==> config.mk <==
export PLATFORM = sky130hd
export DESIGN_NAME = gregorian_date_arithmetic_flat
export DESIGN_NICKNAME = d
export VERILOG_FILES = /design/src/rtl/core/gda_pkg.sv /design/src/rtl/core/gda_if.sv /design/src/rtl/core/gda_ctrl.sv /design/src/rtl/core/gda_dp.sv /design/src/rtl/core/gregorian_date_arithmetic.sv /design/src/flat_wrapper.sv
export SDC_FILE = /design/constraint.sdc
export NUM_CORES = 1
export LEC_CHECK = 0
export ABC_CLOCK_PERIOD_IN_PS = 9200
export BUFFER_PORTS_ARGS = -buffer_cell sky130_fd_sc_hd__buf_2
export CAP_MARGIN = 20
export CELL_PAD_IN_SITES_DETAIL_PLACEMENT = 1
export CELL_PAD_IN_SITES_GLOBAL_PLACEMENT = 2
export CORE_ASPECT_RATIO = 2
export CORE_MARGIN = 2
export CORE_UTILIZATION = 43
export CTS_BUF_LIST = sky130_fd_sc_hd__clkbuf_16
export DETAILED_ROUTE_END_ITERATION = 8
export PLACE_DENSITY_LB_ADDON = 0.1
export SKIP_CTS_REPAIR_TIMING = 1
export SYNTH_ARGS = -nofsm -noshare
export SYNTH_HDL_FRONTEND = slang
export SYNTH_SLANG_ARGS = --single-unit
==> constraint.sdc <==
create_clock -name clk -period 9.2 [get_ports clk]
set_input_delay 1.38 -clock clk [delete_from_list [all_inputs] [get_ports clk]]
set_output_delay 1.38 -clock clk [all_outputs]
set_load 0.03 [all_outputs]
==> src/rtl/core/gda_pkg.sv <==
`timescale 1ns / 1ps
// Shared types, constants and calendar helpers for the date arithmetic unit.
package gda_pkg;

  // Scaled reciprocal of 400: floor(y * Recip400 >> Recip400Shift) == y / 400
  // for every 14-bit year.
  localparam logic [15:0] Recip400      = 16'd41944;
  localparam int unsigned Recip400Shift = 24;
  localparam logic [8:0]  LastMod400    = 9'd399;
  localparam logic [22:0] CountMax      = 23'h3FFFFF;
  localparam logic [3:0]  MonthDec      = 4'd12;

  typedef logic [13:0] year_t;
  typedef logic [3:0]  month_t;
  typedef logic [4:0]  day_t;
  typedef logic [19:0] offset_t;
  typedef logic [22:0] count_t;
  typedef logic [8:0]  doy_t;

  typedef enum logic [3:0] {
    S_IDLE,
    S_QUOT,
    S_REM,
    S_PREP,
    S_ADD,
    S_DIFF,
    S_TGT,
    S_FIN
  } state_t;

  typedef struct packed {
    logic    op;
    year_t   base_year;
    month_t  base_month;
    day_t    base_day;
    offset_t day_offset;
    year_t   target_year;
    month_t  target_month;
    day_t    target_day;
  } in_item_t;

  typedef struct packed {
    year_t  result_year;
    month_t result_month;
    day_t   result_day;
    count_t day_count;
    logic   error;
  } out_item_t;

  // controller -> datapath
  typedef struct packed {
    logic load;
    logic quot;
    logic rem;
    logic prep;
    logic add_step;
    logic diff_step;
    logic tgt;
    logic fin;
  } cmd_t;

  // datapath -> controller
  typedef struct packed {
    logic op;
    logic walk_done;
    logic out_busy;
  } sts_t;

  function automatic month_t fix_month(input month_t m);
    month_t r;
    if (m == 4'd0) begin
      r = 4'd1;
    end else if (m > MonthDec) begin
      r = MonthDec;
    end else begin
      r = m;
    end
    return r;
  endfunction

  // leap test on the year mod 400
  function automatic logic is_leap(input logic [8:0] r);
    return (r[1:0] == 2'd0) && (r != 9'd100) && (r != 9'd200) && (r != 9'd300);
  endfunction

  function automatic day_t month_len(input logic leap, input month_t m);
    day_t len;
    case (m)
      4'd2:                     len = leap ? 5'd29 : 5'd28;
      4'd4, 4'd6, 4'd9, 4'd11:  len = 5'd30;
      default:                  len = 5'd31;
    endcase
    return len;
  endfunction

  // days in the months before m
  function automatic doy_t days_before(input logic leap, input month_t m);
    doy_t base;
    case (m)
      4'd2:    base = 9'd31;
      4'd3:    base = 9'd59;
      4'd4:    base = 9'd90;
      4'd5:    base = 9'd120;
      4'd6:    base = 9'd151;
      4'd7:    base = 9'd181;
      4'd8:    base = 9'd212;
      4'd9:    base = 9'd243;
      4'd10:   base = 9'd273;
      4'd11:   base = 9'd304;
      4'd12:   base = 9'd334;
      default: base = 9'd0;
    endcase
    return base + ((leap && (m > 4'd2)) ? 9'd1 : 9'd0);
  endfunction

endpackage

==> src/rtl/core/gda_if.sv <==
`timescale 1ns / 1ps
// Valid/ready channel interfaces for date items and results.
interface gda_in_if import gda_pkg::*; ();
  logic    valid;
  logic    ready;
  logic    op;
  year_t   base_year;
  month_t  base_month;
  day_t    base_day;
  offset_t day_offset;
  year_t   target_year;
  month_t  target_month;
  day_t    target_day;

  modport source (
    output valid, op, base_year, base_month, base_day, day_offset,
           target_year, target_month, target_day,
    input  ready
  );
  modport sink (
    input  valid, op, base_year, base_month, base_day, day_offset,
           target_year, target_month, target_day,
    output ready
  );
endinterface

interface gda_out_if import gda_pkg::*; ();
  logic   valid;
  logic   ready;
  year_t  result_year;
  month_t result_month;
  day_t   result_day;
  count_t day_count;
  logic   error;

  modport source (
    output valid, result_year, result_month, result_day, day_count, error,
    input  ready
  );
  modport sink (
    input  valid, result_year, result_month, result_day, day_count, error,
    output ready
  );
endinterface

==> src/rtl/core/gda_ctrl.sv <==
`timescale 1ns / 1ps
// Sequencer for the date unit: steps the datapath through one item.
module gda_ctrl import gda_pkg::*; (
  input  logic clk,
  input  logic rst_n,
  input  logic in_valid,
  output logic in_ready,
  input  sts_t sts,
  output cmd_t cmd
);

  state_t state_r, state_nxt;

  always_ff @(posedge clk) begin
    if (!rst_n) begin
      state_r <= S_IDLE;
    end else begin
      state_r <= state_nxt;
    end
  end

  always_comb begin
    state_nxt = state_r;
    case (state_r)
      S_IDLE: if (in_valid) state_nxt = S_QUOT;
      S_QUOT: state_nxt = S_REM;
      S_REM:  state_nxt = S_PREP;
      S_PREP: state_nxt = sts.op ? S_DIFF : S_ADD;
      S_ADD:  if (sts.walk_done) state_nxt = S_FIN;
      S_DIFF: if (sts.walk_done) state_nxt = S_TGT;
      S_TGT:  state_nxt = S_FIN;
      S_FIN:  if (!sts.out_busy) state_nxt = S_IDLE;
      default: state_nxt = S_IDLE;
    endcase
  end

  always_comb begin
    cmd      = '0;
    in_ready = 1'b0;
    case (state_r)
      S_IDLE: begin
        in_ready = 1'b1;
        cmd.load = in_valid;
      end
      S_QUOT: cmd.quot      = 1'b1;
      S_REM:  cmd.rem       = 1'b1;
      S_PREP: cmd.prep      = 1'b1;
      S_ADD:  cmd.add_step  = !sts.walk_done;
      S_DIFF: cmd.diff_step = !sts.walk_done;
      S_TGT:  cmd.tgt       = 1'b1;
      S_FIN:  cmd.fin       = !sts.out_busy;
      default: cmd = '0;
    endcase
  end

endmodule

==> src/rtl/core/gda_dp.sv <==
`timescale 1ns / 1ps
// Datapath: date registers, year mod 400 tracking, month and year walks, result register.
module gda_dp import gda_pkg::*; #(
  parameter int unsigned MAX_YEAR = 9999
) (
  input  logic      clk,
  input  logic      rst_n,
  input  cmd_t      cmd,
  input  in_item_t  in_item,
  input  logic      out_ready,
  output sts_t      sts,
  output logic      out_valid,
  output out_item_t out_item
);

  localparam logic [16:0] MaxYearC = MAX_YEAR[16:0];

  logic        op_r, op_nxt;
  logic [14:0] y_r, y_nxt;
  month_t      m_r, m_nxt;
  day_t        d_r, d_nxt;
  offset_t     left_r, left_nxt;
  year_t       ty_r, ty_nxt;
  month_t      tm_r, tm_nxt;
  day_t        td_r, td_nxt;
  logic [5:0]  q_r, q_nxt;
  logic [8:0]  r400_r, r400_nxt;
  logic        err_r, err_nxt;
  doy_t        doy_a_r, doy_a_nxt;
  doy_t        doy_b_r, doy_b_nxt;
  logic [23:0] years_r, years_nxt;
  logic        out_valid_r, out_valid_nxt;
  out_item_t   out_item_r, out_item_nxt;

  logic        leap_c;
  day_t        len_c, tlen_c, dfix_c, tdfix_c, rest_c;
  logic [14:0] y_inc_c;
  logic [8:0]  r400_inc_c;
  logic [29:0] prod_c;
  logic [15:0] rem_c;
  logic [24:0] sum_c;
  count_t      count_c;

  assign leap_c     = is_leap(r400_r);
  assign len_c      = month_len(leap_c, m_r);
  assign tlen_c     = month_len(leap_c, tm_r);
  assign dfix_c     = (d_r == 5'd0) ? 5'd1 : ((d_r > len_c) ? len_c : d_r);
  assign tdfix_c    = (td_r == 5'd0) ? 5'd1 : ((td_r > tlen_c) ? tlen_c : td_r);
  assign rest_c     = len_c - d_r;
  assign y_inc_c    = y_r + 15'd1;
  assign r400_inc_c = (r400_r == LastMod400) ? 9'd0 : r400_r + 9'd1;
  assign prod_c     = 30'(y_r[13:0]) * 30'(Recip400);
  assign rem_c      = 16'(y_r) - 16'(q_r) * 16'd400;
  assign sum_c      = {1'b0, years_r} + 25'(doy_b_r) - 25'(doy_a_r);

  always_comb begin
    if (sum_c[24]) begin
      count_c = sum_c[22:0];
    end else if (sum_c[23:0] > 24'(CountMax)) begin
      count_c = CountMax;
    end else begin
      count_c = sum_c[22:0];
    end
  end

  always_comb begin
    op_nxt    = op_r;
    y_nxt     = y_r;
    m_nxt     = m_r;
    d_nxt     = d_r;
    left_nxt  = left_r;
    ty_nxt    = ty_r;
    tm_nxt    = tm_r;
    td_nxt    = td_r;
    q_nxt     = q_r;
    r400_nxt  = r400_r;
    err_nxt   = err_r;
    doy_a_nxt = doy_a_r;
    doy_b_nxt = doy_b_r;
    years_nxt = years_r;
    out_item_nxt = out_item_r;
    if (cmd.load) begin
      op_nxt   = in_item.op;
      y_nxt    = {1'b0, in_item.base_year};
      m_nxt    = fix_month(in_item.base_month);
      d_nxt    = in_item.base_day;
      left_nxt = in_item.day_offset;
      ty_nxt   = in_item.target_year;
      tm_nxt   = fix_month(in_item.target_month);
      td_nxt   = in_item.target_day;
      err_nxt  = 1'b0;
    end
    if (cmd.quot) begin
      q_nxt = prod_c[29:Recip400Shift];
    end
    if (cmd.rem) begin
      r400_nxt = rem_c[8:0];
    end
    if (cmd.prep) begin
      d_nxt     = dfix_c;
      doy_a_nxt = days_before(leap_c, m_r) + 9'(dfix_c);
      years_nxt = '0;
      err_nxt   = op_r ? (ty_r < y_r[13:0]) : ({2'b00, y_r} > MaxYearC);
    end
    if (cmd.add_step) begin
      if (left_r > 20'(rest_c)) begin
        left_nxt = left_r - 20'(rest_c) - 20'd1;
        d_nxt    = 5'd1;
        if (m_r == MonthDec) begin
          m_nxt    = 4'd1;
          y_nxt    = y_inc_c;
          r400_nxt = r400_inc_c;
          if ({2'b00, y_inc_c} > MaxYearC) begin
            err_nxt = 1'b1;
          end
        end else begin
          m_nxt = m_r + 4'd1;
        end
      end else begin
        d_nxt    = d_r + left_r[4:0];
        left_nxt = '0;
      end
    end
    if (cmd.diff_step) begin
      years_nxt = years_r + (leap_c ? 24'd366 : 24'd365);
      y_nxt     = y_inc_c;
      r400_nxt  = r400_inc_c;
    end
    if (cmd.tgt) begin
      doy_b_nxt = days_before(leap_c, tm_r) + 9'(tdfix_c);
    end
    if (cmd.fin) begin
      out_item_nxt       = '0;
      out_item_nxt.error = err_r;
      if (!err_r) begin
        if (op_r) begin
          out_item_nxt.day_count = count_c;
        end else begin
          out_item_nxt.result_year  = y_r[13:0];
          out_item_nxt.result_month = m_r;
          out_item_nxt.result_day   = d_r;
        end
      end
    end
  end

  always_comb begin
    if (cmd.fin) begin
      out_valid_nxt = 1'b1;
    end else if (out_ready) begin
      out_valid_nxt = 1'b0;
    end else begin
      out_valid_nxt = out_valid_r;
    end
  end

  always_ff @(posedge clk) begin
    if (!rst_n) begin
      out_valid_r <= 1'b0;
    end else begin
      out_valid_r <= out_valid_nxt;
    end
  end

  always_ff @(posedge clk) begin
    op_r       <= op_nxt;
    y_r        <= y_nxt;
    m_r        <= m_nxt;
    d_r        <= d_nxt;
    left_r     <= left_nxt;
    ty_r       <= ty_nxt;
    tm_r       <= tm_nxt;
    td_r       <= td_nxt;
    q_r        <= q_nxt;
    r400_r     <= r400_nxt;
    err_r      <= err_nxt;
    doy_a_r    <= doy_a_nxt;
    doy_b_r    <= doy_b_nxt;
    years_r    <= years_nxt;
    out_item_r <= out_item_nxt;
  end

  assign sts.op        = op_r;
  assign sts.walk_done = err_r || (op_r ? ({1'b0, ty_r} <= y_r) : (left_r == '0));
  assign sts.out_busy  = out_valid_r && !out_ready;
  assign out_valid     = out_valid_r;
  assign out_item      = out_item_r;

endmodule

==> src/rtl/core/gregorian_date_arithmetic.sv <==
`timescale 1ns / 1ps
// Top level of the Gregorian date add / difference unit.
//
//  channel  dir  handshake          beat contents
//  -------  ---  -----------------  ----------------------------------------------
//  in_ch    in   valid/ready        op, base date, day_offset, target date
//  out_ch   out  valid/ready        result date, signed day_count, error
//
//  Sequencing: one item at a time. Add walks the months crossed, with one more
//  step when the offset ends inside a month; difference walks one year per
//  step from base_year up to target_year.
//  The walk loop in the datapath advances one month or one year per cycle.
//  Reset: synchronous, active low; clears the sequencer and the output valid.
//  Stalls: a finished result sits in the output register; the next beat is
//  taken while it waits, and the unit holds in its final step only if the
//  previous result is still not taken.
module gregorian_date_arithmetic import gda_pkg::*; #(
  parameter int unsigned MAX_YEAR = 9999
) (
  input  logic     clk,
  input  logic     rst_n,
  gda_in_if.sink   in_ch,
  gda_out_if.source out_ch
);

  cmd_t      cmd;
  sts_t      sts;
  in_item_t  in_item;
  out_item_t out_item;
  logic      out_valid;
  logic      in_ready;

  // pack the input beat
  assign in_item.op           = in_ch.op;
  assign in_item.base_year    = in_ch.base_year;
  assign in_item.base_month   = in_ch.base_month;
  assign in_item.base_day     = in_ch.base_day;
  assign in_item.day_offset   = in_ch.day_offset;
  assign in_item.target_year  = in_ch.target_year;
  assign in_item.target_month = in_ch.target_month;
  assign in_item.target_day   = in_ch.target_day;
  assign in_ch.ready          = in_ready;

  // sequencer: load, year mod 400 (two steps), clamp, walk, target (difference only), finish
  gda_ctrl u_ctrl (
    .clk      (clk),
    .rst_n    (rst_n),
    .in_valid (in_ch.valid),
    .in_ready (in_ready),
    .sts      (sts),
    .cmd      (cmd)
  );

  // datapath: holds the walked date, the year accumulator and the result register
  gda_dp #(
    .MAX_YEAR (MAX_YEAR)
  ) u_dp (
    .clk       (clk),
    .rst_n     (rst_n),
    .cmd       (cmd),
    .in_item   (in_item),
    .out_ready (out_ch.ready),
    .sts       (sts),
    .out_valid (out_valid),
    .out_item  (out_item)
  );

  // unpack the result beat
  assign out_ch.valid        = out_valid;
  assign out_ch.result_year  = out_item.result_year;
  assign out_ch.result_month = out_item.result_month;
  assign out_ch.result_day   = out_item.result_day;
  assign out_ch.day_count    = out_item.day_count;
  assign out_ch.error        = out_item.error;

  // one item in flight: no new beat right after one is taken
  assert property (@(posedge clk) disable iff (!rst_n)
    in_ch.valid && in_ch.ready |=> !in_ch.ready)
    else $error("input taken while an item is in flight");

  // an error result carries no date
  assert property (@(posedge clk) disable iff (!rst_n)
    out_ch.valid && out_ch.error |->
      (out_ch.result_year == '0) && (out_ch.result_month == '0) &&
      (out_ch.result_day == '0) && (out_ch.day_count == '0))
    else $error("error result with nonzero fields");

  // a produced date has a legal month and a nonzero day
  assert property (@(posedge clk) disable iff (!rst_n)
    out_ch.valid && (out_ch.result_month != '0) |->
      (out_ch.result_month <= MonthDec) && (out_ch.result_day != '0))
    else $error("result date out of range");

endmodule
==> src/flat_wrapper.sv <==
// flat-port wrapper written by rule: the top's interface ports become plain ports
module gregorian_date_arithmetic_flat import gda_pkg::*;
#(
  parameter int unsigned MAX_YEAR = 9999
)
  (clk, rst_n, in_ch_valid, in_ch_op, in_ch_base_year, in_ch_base_month, in_ch_base_day, in_ch_day_offset, in_ch_target_year, in_ch_target_month, in_ch_target_day, in_ch_ready, out_ch_valid, out_ch_result_year, out_ch_result_month, out_ch_result_day, out_ch_day_count, out_ch_error, out_ch_ready);
  gda_in_if in_ch_i ();
  gda_out_if out_ch_i ();
  input  logic clk;
  input  logic rst_n;
  input wire logic [$bits(in_ch_i.valid)-1:0] in_ch_valid;
  input wire logic [$bits(in_ch_i.op)-1:0] in_ch_op;
  input wire logic [$bits(in_ch_i.base_year)-1:0] in_ch_base_year;
  input wire logic [$bits(in_ch_i.base_month)-1:0] in_ch_base_month;
  input wire logic [$bits(in_ch_i.base_day)-1:0] in_ch_base_day;
  input wire logic [$bits(in_ch_i.day_offset)-1:0] in_ch_day_offset;
  input wire logic [$bits(in_ch_i.target_year)-1:0] in_ch_target_year;
  input wire logic [$bits(in_ch_i.target_month)-1:0] in_ch_target_month;
  input wire logic [$bits(in_ch_i.target_day)-1:0] in_ch_target_day;
  output wire logic [$bits(in_ch_i.ready)-1:0] in_ch_ready;
  output wire logic [$bits(out_ch_i.valid)-1:0] out_ch_valid;
  output wire logic [$bits(out_ch_i.result_year)-1:0] out_ch_result_year;
  output wire logic [$bits(out_ch_i.result_month)-1:0] out_ch_result_month;
  output wire logic [$bits(out_ch_i.result_day)-1:0] out_ch_result_day;
  output wire logic [$bits(out_ch_i.day_count)-1:0] out_ch_day_count;
  output wire logic [$bits(out_ch_i.error)-1:0] out_ch_error;
  input wire logic [$bits(out_ch_i.ready)-1:0] out_ch_ready;
  assign in_ch_i.valid = in_ch_valid;
  assign in_ch_i.op = in_ch_op;
  assign in_ch_i.base_year = in_ch_base_year;
  assign in_ch_i.base_month = in_ch_base_month;
  assign in_ch_i.base_day = in_ch_base_day;
  assign in_ch_i.day_offset = in_ch_day_offset;
  assign in_ch_i.target_year = in_ch_target_year;
  assign in_ch_i.target_month = in_ch_target_month;
  assign in_ch_i.target_day = in_ch_target_day;
  assign in_ch_ready = in_ch_i.ready;
  assign out_ch_valid = out_ch_i.valid;
  assign out_ch_result_year = out_ch_i.result_year;
  assign out_ch_result_month = out_ch_i.result_month;
  assign out_ch_result_day = out_ch_i.result_day;
  assign out_ch_day_count = out_ch_i.day_count;
  assign out_ch_error = out_ch_i.error;
  assign out_ch_i.ready = out_ch_ready;
  gregorian_date_arithmetic #(.MAX_YEAR(MAX_YEAR)) u_core (.clk(clk), .rst_n(rst_n), .in_ch(in_ch_i), .out_ch(out_ch_i));
endmodule
==> results.toml <==
[grt]
grt_pass1_wl_um = 72110
grt_util_all_layers = 0.2470
gr-total-overflow = 0
first_global_vias = 13340
grt_start_max_net_pins = 50
antenna_found_initial = 1

[die]
io_pins = 120
fp.dieW_um = 139.3
die_area_um2 = 38240
core_area_um2 = 36290
start_util = 0.4336
rows = 99
die_h_um = 274.5

[detailed_routing]
firstDrtPassIters = 4
vias = 12180
drc = 0
routed.top_layer = "met4"
routedWlPerCell_um = 21.08
postRouteAntennaNets = 0
vias_per_cell = 5.556
dr_wl_met3_um = 627
dr.first_iter.drc_count = 379
met2_wirelength_um = 28570
routed_wl_um = 46210
met1Wirelength_um = 14660

[setup_path]
critPathCaptureType = "flop"
cp.arrival_ns = 6.41
r2r-start = "u_core.u_dp.r400_r[2]"
crit_buf_inv = 2
reg2regPathDepth = 21
cp.depth = 21
crit_path_start_kind = "flop"
cpPeakStageDelay_ns = 0.82
crit_slowest_cell = "or2_0"
crit_fanout = 46
crit_start = "u_core.u_dp.r400_r[2]"
crit_end = "u_core.u_dp.y_r[12]"
crit_type = "reg2reg"
crit_chain = "nor4bb_1 -> a22o_1 -> a21oi_1 -> o21ai_0 -> buf_4 -> a21oi_1 -> o21ai_0 -> ha_1 -> fa_1 -> nand3_1 -> xnor2_1 -> ha_1 -> and3_1 -> and3_1 -> a31oi_1 -> o21ai_0 -> a21boi_4 -> buf_4 -> or2_0 -> a21oi_1 -> a311oi_1"
worstPathRequired_ns = 9.55
r2r_end = "u_core.u_dp.y_r[12]"
reg2reg_slack_ns = 3.15
cpLargestDelayFamily = "compound AO/OA/AOI/OAI gates"

[timing]
fin_crit_sh = 0.6580
holdWs_ns = 0.5290
finalHoldViolations = 0
worst_pin_slew_ns = 0.9842
slew_viol_final = 0
max_clock_freq_ghz = 0.1652
slew_headroom = 0.3439
rsz0062_at_grt = "no"
fin_setup_tns_ns = 0
finClkSkew_ns = 0.01362
period_minus_slack_ns = 6.053
finalSetupViolCount = 0

[place]
io_buffers = 119
gp_congestion = 0.8952
dp.final_hpwl_um = 38550
placed_area_um2 = 16780

[job]
maxCapViolCount = 0

[clocking]
cts_tree = "done"
cts_buffers = 17
worstSkewPairLatency_ns = 0.46
clk_pin_slew_ns = 0.08
clk_path_buf_depth = 2
cts_max_level = 4
clockRootBuffer = "clkbuf_16"
cts_sinks = 185

[logic_synthesis]
synth_nets = 1989
netlist_instances = 1624
synth_seq_cells = 185
synth.avg_cell_area_um2 = 9.690
synthesis.area_um2 = 15740
async_flop_share = 0
seq_area_frac_synth = 0.3263
yosys_warnings = 0
yosysUniqueCellTypes = 76
yosys_most_used_dff = "edfxtp_1"
synth_edf_count = 143

[final_layout]
layout_common_cells = "224 x inv_1, 214 x ha_1, 143 x edfxtp_1"
layout-drive-gt1-share = 0.1036
area_growth_pct = 10.54
final_common_cell = "inv_1"
layout.nets = 2089
fin_area_um2 = 17390
fillers = 4250

[run_status]
status = "complete, no violations"

[worst_hold_path]
hold_class = "reg2reg"
-- metal layers --
metal | vias up | global-route usage
met3 | 78 | 0.02141
met5 | - | 0
met4 | 0 | 0.1276
li1 | 5826 | -
met1 | 6109 | 0.2113
met2 | 166 | 0.5390
-- worst min-delay path by stage --
stage | start | end | slack [ns] | cells past startpoint
2_1_floorplan | u_core.u_dp.err_r | u_core.u_dp.out_item[0] | 0.47 | 0
3_5_place_dp | u_core.u_dp.r400_r[0] | u_core.u_dp.r400_r[0] | 0.53 | 1
5_1_grt | flop | u_core.u_dp.doy_a_r[8] | 0.55 | 1
6_report | u_core.u_dp.r400_r[0] | u_core.u_dp.r400_r[0] | 0.53 | 1
3_3_place_gp | u_core.u_dp.r400_r[0] | u_core.u_dp.r400_r[0] | 0.51 | 1
4_1_cts | u_core.u_dp.r400_r[0] | u_core.u_dp.r400_r[0] | 0.54 | 1
-- state kept, by name (all words and copies together), names as in the netlist, named ones only --
signal                 count
u_core.u_dp.years_r       24
u_core.u_dp.d_r            5
u_core.u_dp.doy_b_r        9
u_core.u_dp.out_item      47
u_core.u_dp.td_r           5
u_core.u_ctrl.state_r      3
u_core.u_dp.q_r            5
u_core.u_dp.y_r           15
u_core.u_dp.m_r            4
u_core.u_dp.left_r        20
u_core.u_dp.tm_r           4
u_core.u_dp.out_valid      1
u_core.u_dp.r400_r         9
u_core.u_dp.err_r          1
u_core.u_dp.op_r           1
u_core.u_dp.doy_a_r        9
u_core.u_dp.ty_r          14
-- synthesized netlist by cell type (all sizes together) (19+ instances only) --
cell type,number,area (um^2)
ha,214,2678
xnor2,75,656.9
edfxtp,143,4294
clkbuf,33,123.9
nand2,110,412.9
xor2,28,245.2
nor2,132,511.7
o21ai,74,370.4
nor3,22,110.1
a21oi,92,460.4
nand3,25,125.1
nor2b,19,118.9
fa,80,1602
dfxtp,42,840.8
a21o,47,352.8
inv,223,837.1
-- stage by stage --
stage / cells / setup WS, ns / utilization
3_5_place_dp: 2158 / 3.105 / 0.4623
2_1_floorplan: 1624 / 4.047 / -
4_1_cts: 2190 / 3.088 / 0.4784
5_1_grt: 2192 / 2.414 / 0.4793
6_report: 2192 / 3.147 / 0.4793
3_3_place_gp: 2158 / 3.278 / 0.4623
-- layout make-up --
type	instances	area [um^2]	share of cell area
diodes	1	2.502	0.0001439
clock buffers	17	425.4	0.02446
clock inverters	15	161.4	0.009279
inverters	226	848.3	0.04877
multi-input cells	1164	9555	0.5493
flip-flops and latches	185	5135	0.2952
well taps	454	568.0	0.03266
repair buffers	130	698.2	0.04014
-- kinds of logic after synthesis --
kind of cell,after synthesis,share of synthesized area
buf+inv,275,0.06750
simple gates,407,0.1240
mux,10,0.006520
flops,185,0.3263
compound gates,350,0.1465
xor+xnor,103,0.05733
fa+ha+maj,294,0.2719
Power is not shown: default switching activity piles up to over one toggle a cycle in this logic, so the estimate is an artifact.
